--- config.mk ---
export PLATFORM = sky130hd
export DESIGN_NAME = gcf_mix
export DESIGN_NICKNAME = d
export VERILOG_FILES = /design/src/gas_compressibility_factor_unit_defines.svh /design/src/gcf_pkg.sv /design/src/gcf_mix.sv
export SDC_FILE = /design/constraint.sdc
export NUM_CORES = 2
export LEC_CHECK = 0
export BUFFER_PORTS_ARGS = -buffer_cell sky130_fd_sc_hd__buf_4
export CORE_MARGIN = 2
export CORE_UTILIZATION = 66
export DETAILED_ROUTE_END_ITERATION = 10
export PLACE_DENSITY = 0.95
export SLEW_MARGIN = 10
export SYNTH_ARGS = -nofsm -noshare
export SYNTH_HDL_FRONTEND = slang
export SYNTH_SLANG_ARGS = --single-unit
--- constraint.sdc ---
create_clock -name clk -period 11.7 [get_ports clk]
set_input_delay 0.585 -clock clk [delete_from_list [all_inputs] [get_ports clk]]
set_output_delay 0.585 -clock clk [all_outputs]
set_load 0.01 [all_outputs]
--- src/gas_compressibility_factor_unit_defines.svh ---
// ---------------------------------------------------------------------------
// Assertion macros for the gas compressibility factor unit
// Shared property forms, clocked on clk and disabled while rst is high.
// ---------------------------------------------------------------------------
`ifndef GAS_COMPRESSIBILITY_FACTOR_UNIT_DEFINES_SVH
`define GAS_COMPRESSIBILITY_FACTOR_UNIT_DEFINES_SVH

// Same-cycle implication
`define GCF_ASSERT_NOW(label, ante, cons, msg) \
  label: assert property (@(posedge clk) disable iff (rst) (ante) |-> (cons)) \
    else $error(msg);

// Next-cycle implication
`define GCF_ASSERT_NEXT(label, ante, cons, msg) \
  label: assert property (@(posedge clk) disable iff (rst) (ante) |=> (cons)) \
    else $error(msg);

`endif

--- src/gcf_pkg.sv ---
// ---------------------------------------------------------------------------
// gcf_pkg
// Types, widths and fixed-point virial coefficients for the Z-factor unit.
// ---------------------------------------------------------------------------
`default_nettype none

package gcf_pkg;

  // Field widths
  localparam int P_W     = 20;
  localparam int SHARE_W = 10;
  localparam int Z_W     = 26;

  // Internal widths: mixed coefficients and Horner products
  localparam int COEF_W = 29;
  localparam int D_W    = 41;
  localparam int PROD_W = D_W + P_W + 1;

  // Fixed-point scaling
  localparam int WORK_BITS                = 56;
  localparam int STEP_BITS                = 20;
  localparam int RESULT_FRACTION_BITS_DEF = 24;

  localparam int SHARE_FULL = 1000;

  typedef logic        [P_W-1:0]     p_t;
  typedef logic        [SHARE_W-1:0] share_t;
  typedef logic signed [COEF_W-1:0]  coef_t;
  typedef logic signed [D_W-1:0]     d_t;
  typedef logic signed [PROD_W-1:0]  prod_t;
  typedef logic        [Z_W-1:0]     z_t;

  // Per-gas coefficients, scaled to mbar and permille (first, second, third order)
  localparam coef_t K1_O2 = -29'sd51743987;
  localparam coef_t K2_O2 =  29'sd212961783;
  localparam coef_t K3_O2 = -29'sd119072497;
  localparam coef_t K1_N2 = -29'sd15799374;
  localparam coef_t K2_N2 =  29'sd221267309;
  localparam coef_t K3_N2 = -29'sd164488347;
  localparam coef_t K1_HE =  29'sd35115109;
  localparam coef_t K2_HE = -29'sd6676542;
  localparam coef_t K3_HE =  29'sd4225274;

  // Stage enables of one Horner step
  typedef struct packed {
    logic mul_en;
    logic add_en;
  } hstep_en_t;

  // Weight three coefficients by the gas shares and sum
  function automatic d_t mix3(input share_t o2, input share_t n2, input share_t he,
                              input coef_t k_o2, input coef_t k_n2, input coef_t k_he);
    d_t w_o2;
    d_t w_n2;
    d_t w_he;
    w_o2 = d_t'($signed({1'b0, o2}));
    w_n2 = d_t'($signed({1'b0, n2}));
    w_he = d_t'($signed({1'b0, he}));
    return w_o2 * d_t'(k_o2) + w_n2 * d_t'(k_n2) + w_he * d_t'(k_he);
  endfunction

endpackage

`default_nettype wire

--- src/gcf_mix.sv ---
// ---------------------------------------------------------------------------
// gcf_mix
// One register stage: mixed first-, second- and third-order coefficients.
// ---------------------------------------------------------------------------
`default_nettype none

module gcf_mix (
  input  wire logic            clk,
  input  wire logic            en,
  input  wire gcf_pkg::share_t o2,
  input  wire gcf_pkg::share_t n2,
  input  wire gcf_pkg::share_t he,
  output gcf_pkg::d_t          d1,
  output gcf_pkg::d_t          d2,
  output gcf_pkg::d_t          d3
);

  // Weight each order by the shares; advance on enable
  always_ff @(posedge clk) begin
    if (en) begin
      d1 <= gcf_pkg::mix3(o2, n2, he, gcf_pkg::K1_O2, gcf_pkg::K1_N2, gcf_pkg::K1_HE);
      d2 <= gcf_pkg::mix3(o2, n2, he, gcf_pkg::K2_O2, gcf_pkg::K2_N2, gcf_pkg::K2_HE);
      d3 <= gcf_pkg::mix3(o2, n2, he, gcf_pkg::K3_O2, gcf_pkg::K3_N2, gcf_pkg::K3_HE);
    end
  end

endmodule

`default_nettype wire

# Word level (Yosys, flattened, before mapping)
# Cells that the tools add are included.
# word_totals
regBits	123
inputBits	32
output_inout_bits	123
wordCells	18
# op_classes
add_sub_neg	6
mul	9
# op_table
operator	count
$mul 10x28->38 const B	2
$add 39x40->41	1
$add 40x35->41	1
$add 41x34->41	1
$add 39x37->40	1
$mul 11x29->40 const B	1
$add 38x36->39	1
$add 38x38->39	1
$mul 11x28->39 const B	1
$mul 11x27->38 const B	1
$mul 10x26->36 const B	1
$mul 11x24->35 const B	1
$mul 11x23->34 const B	1
$mul 10x22->32 const B	1

# Depth between registers and ports, before layout
# logic_depth
word_depth	3
depth_mapped	42
mapped_depth_nobuf	41

# Least setup slack after synthesis
# No wires, ideal clock.
# synth_timing
path_type	input to register
startpoint	input port n2[2]
endpoint	register d1[38] (data pin)
setup_time_ns	0.258
arrival_ns	10.034
required_ns	11.442
path_slack_ns	1.408
stages	37
path_buffers	1
path_cell_list	inv_1 fa_1 clkbuf_1 inv_1 fa_1 fa_1 fa_1 inv_1 fa_1 inv_1 ha_1 and3_1 a221oi_1 o21ai_0 nand2_1 o311ai_1 a311oi_1 o21ai_1 xor2_1 fa_1 inv_1 fa_1 inv_1 fa_1 inv_1 fa_1 fa_1 inv_1 ha_1 a21o_1 a2111oi_0 a21oi_1 a21boi_1 a2111o_1 a21o_1 a21oi_1 xnor2_1
# synth_via
elab_chain_cells	3
# synth_rtl
item	line	text
start, declared	gcf_mix.sv:11	input wire gcf_pkg::share_t n2,
$mul 11x24->35	gcf_pkg.sv:59	return w_o2 * d_t'(k_o2) + w_n2 * d_t'(k_n2) + w_he * d_t'(k_he);
$add 38x36->39	gcf_pkg.sv:59	
$add 39x37->40	gcf_pkg.sv:59	
end signal, assigned	gcf_mix.sv:21	d1 <= gcf_pkg::mix3(o2, n2, he, gcf_pkg::K1_O2, gcf_pkg::K1_N2, gcf_pkg::K1_HE);
end, declared	gcf_mix.sv:13	output gcf_pkg::d_t d1,
# No other way between the ends.
# A chain may end at the register's enable or synchronous reset.

# Final worst setup path
# Ends and elaborated chain as after synthesis.

==> results.toml <==
[critical_path]
cpPeakStageDelay_ps = 620
crit_path_end_kind = "register"
arrival_ps = 11060
path_class = "input port to register"
crit_family = "adder cells"
cpMaxStageDelayCell = "fa_1"
required_ps = 11960
cp.buffers_inverters = 7
cp_max_fo = 7
critical_path.most_common_cell = "fa_1"
start_kind = "input port"

[yosys]
synth_top_area_cell = "fa_1"
ys_seq_area_frac = 0.0802
syn_nets = 6208
async_flop_share = 0
ys_top_cells_by_area = "fa_1 39%, ha_1 22%, inv_1 10%, edfxtp_1 8.0%, xnor2_1 3.7%"
synth_area_um2 = 45300
ys_warn_count = 0
synth.avg_cell_area_um2 = 10.1
yosys_register_bits = 121
synth_edf_count = 121
netlist_instances = 4472
ys_types = 82
ys.flop_type = "edfxtp_1"
yosys.area.top_type_share = 0.395

[clock_tree]
cts.sinks = 121
clk_pin_slew_ps = 100
cts_root_buf = "clkbuf_16"
htreeDepth = 4
post_cts_buffers = 0
holdBufCountCts = 0
cts_tree = "done"
clockBufferDepth = 2
cts_resized = 0
cts_made_buffers = 17

[sta]
maxSlewHeadroom = 0.271
setup_tns_ps = 0
fin_crit_sh = 0.924
grt_setup_unrepaired = "no"
fmax_ghz = 0.0925
hold_viol = 0
worst_pin_slew_ps = 1090
slew_violations = 0
min_period_ps = 10810
setup_viol = 0

[global_route]
grt_max_degree = 63
grt_overflow = 0
grt_pass1_wl_um = 213000
grt_pass1_vias = 36155
grt_antenna_before_repair = 3
track_usage = 0.412

[final_layout]
final_cell_area_um2 = 48400
fillers = 4835
area_delta_synth_final_pct = 6.75
drive_above_1_share = 0.0558
final_nets = 6400

[floorplanning]
ioPinCount = 155
dieArea_um2 = 70800
die_w_um = 266
core_um2 = 68300
fp.dieH_um = 266
initial_utilization = 0.663
num_rows = 96

[route]
wl_per_cell_um = 25.2
via_per_inst = 6.08
dr.pass1.iters = 6
wl_um = 140000
drc = 0
drtIter0Drc = 3282
vias = 33816
ant_nets = 0

[placed_design]
hpwl_um = 120000
port_buffers = 154
placement.cell_area_um2 = 47800
gp_congestion = 1.10

[status]
status = "complete, no violations"

[run]
maxCapViolations = 0

[hold_path]
min_path_type = "input port to register"
[final cells by class]
class	count	area, um^2	share of cell area
Tap cell	882	1100	0.0228
Clock inverter	15	190	0.00393
Multi-Input combinational cell	3076	36900	0.763
Antenna cell	3	7.51	0.000155
Sequential cell	121	3630	0.0751
Inverter	1264	4740	0.0981
Clock buffer	17	425	0.00879
Timing Repair Buffer	184	1380	0.0285
[logic make-up (layout without fill, tap and decap cells)]
family / Yosys count / count (layout) / share of synthesized area
AOI/OAI and AO/OA: 649 / 649 / 0.0949
adders and majority gates: 1704 / 1704 / 0.618
muxes: 3 / 3 / 0.000690
and+or+nand+nor: 458 / 458 / 0.0493
xor gates and xnor gates: 262 / 262 / 0.0508
other: 0 / 3 / 0
buffers and inverters: 1275 / 1480 / 0.106
DFF: 121 / 121 / 0.0802
[through the flow]
| stage | worst slack (ps) | instances | utilization | hold WS, ps |
|---|---|---|---|---|
| CTS | 1050 | 5559 | 0.708 | 688 |
| detailed placement | 572 | 5527 | 0.699 | 993 |
| floorplan | 1410 | 4472 | - | 697 |
| finish | 894 | 5562 | 0.708 | 704 |
| global route | 391 | 5559 | 0.708 | 696 |
| global placement | 755 | 5527 | 0.699 | 992 |
[cell usage after synthesis, types with 8 or more instances]
cell type / instances
and3_1: 18
nand4_1: 14
clkbuf_1: 9
o21ai_1: 8
nand2_1: 97
o21a_1: 34
o31a_1: 8
ha_1: 810
nor2b_1: 19
nand3_1: 46
a21o_1: 100
inv_1: 1264
nand2b_1: 32
or3_1: 14
o21bai_1: 48
and2_1: 9
xor2_1: 72
fa_1: 894
a211o_1: 9
o31ai_1: 10
a21oi_1: 213
o21ai_0: 90
a31oi_1: 25
o211ai_1: 11
edfxtp_1: 121
or2_2: 17
a211oi_1: 13
nor4_1: 8
xnor2_1: 189
nor2_1: 131
nor3_1: 34
[state kept, by name, summed over array words and instances (netlist names)]
signal,flops
d1,40
d3,40
d2,41
[cells in the final DEF, fill, tap and decap left out, types with 8 or more instances in the layout]
| cell | count |
|---|---|
| a31oi_1 | 25 |
| ha_1 | 810 |
| o211ai_1 | 11 |
| or2_2 | 17 |
| inv_1 | 1264 |
| o31a_1 | 8 |
| xnor2_1 | 189 |
| edfxtp_1 | 121 |
| nor4_1 | 8 |
| fa_1 | 894 |
| a211o_1 | 9 |
| or3_1 | 14 |
| nand3_1 | 46 |
| and2_1 | 9 |
| a21o_1 | 100 |
| and3_1 | 18 |
| o21ai_1 | 8 |
| xor2_1 | 72 |
| buf_4 | 184 |
| nor2_1 | 131 |
| nand2_1 | 97 |
| o21a_1 | 34 |
| o31ai_1 | 10 |
| nor3_1 | 34 |
| clkbuf_16 | 17 |
| o21ai_0 | 90 |
| nor2b_1 | 19 |
| a21oi_1 | 213 |
| o21bai_1 | 48 |
| nand4_1 | 14 |
| a211oi_1 | 13 |
| nand2b_1 | 32 |
[metal layers]
metal  vias to the layer above  share of wire  track usage  wire [um]
met5                         -       0.000086            0         12
met4                         2          0.082        0.276      11500
met3                       616           0.12        0.135      17000
met1                     16592           0.36        0.513      50900
met2                      2033           0.43        0.614      60900
li1                      14573              -            -          -
[final timing paths]
check                to  depth (start not counted)  slack (ps)  startpoint
min    d3[10]$_DFFE_PP_                          1         700          en
max    d1[38]$_DFFE_PP_                         38         890       n2[2]
Power is not shown: default switching activity piles up to over one toggle a cycle in this logic, so the estimate is an artifact.
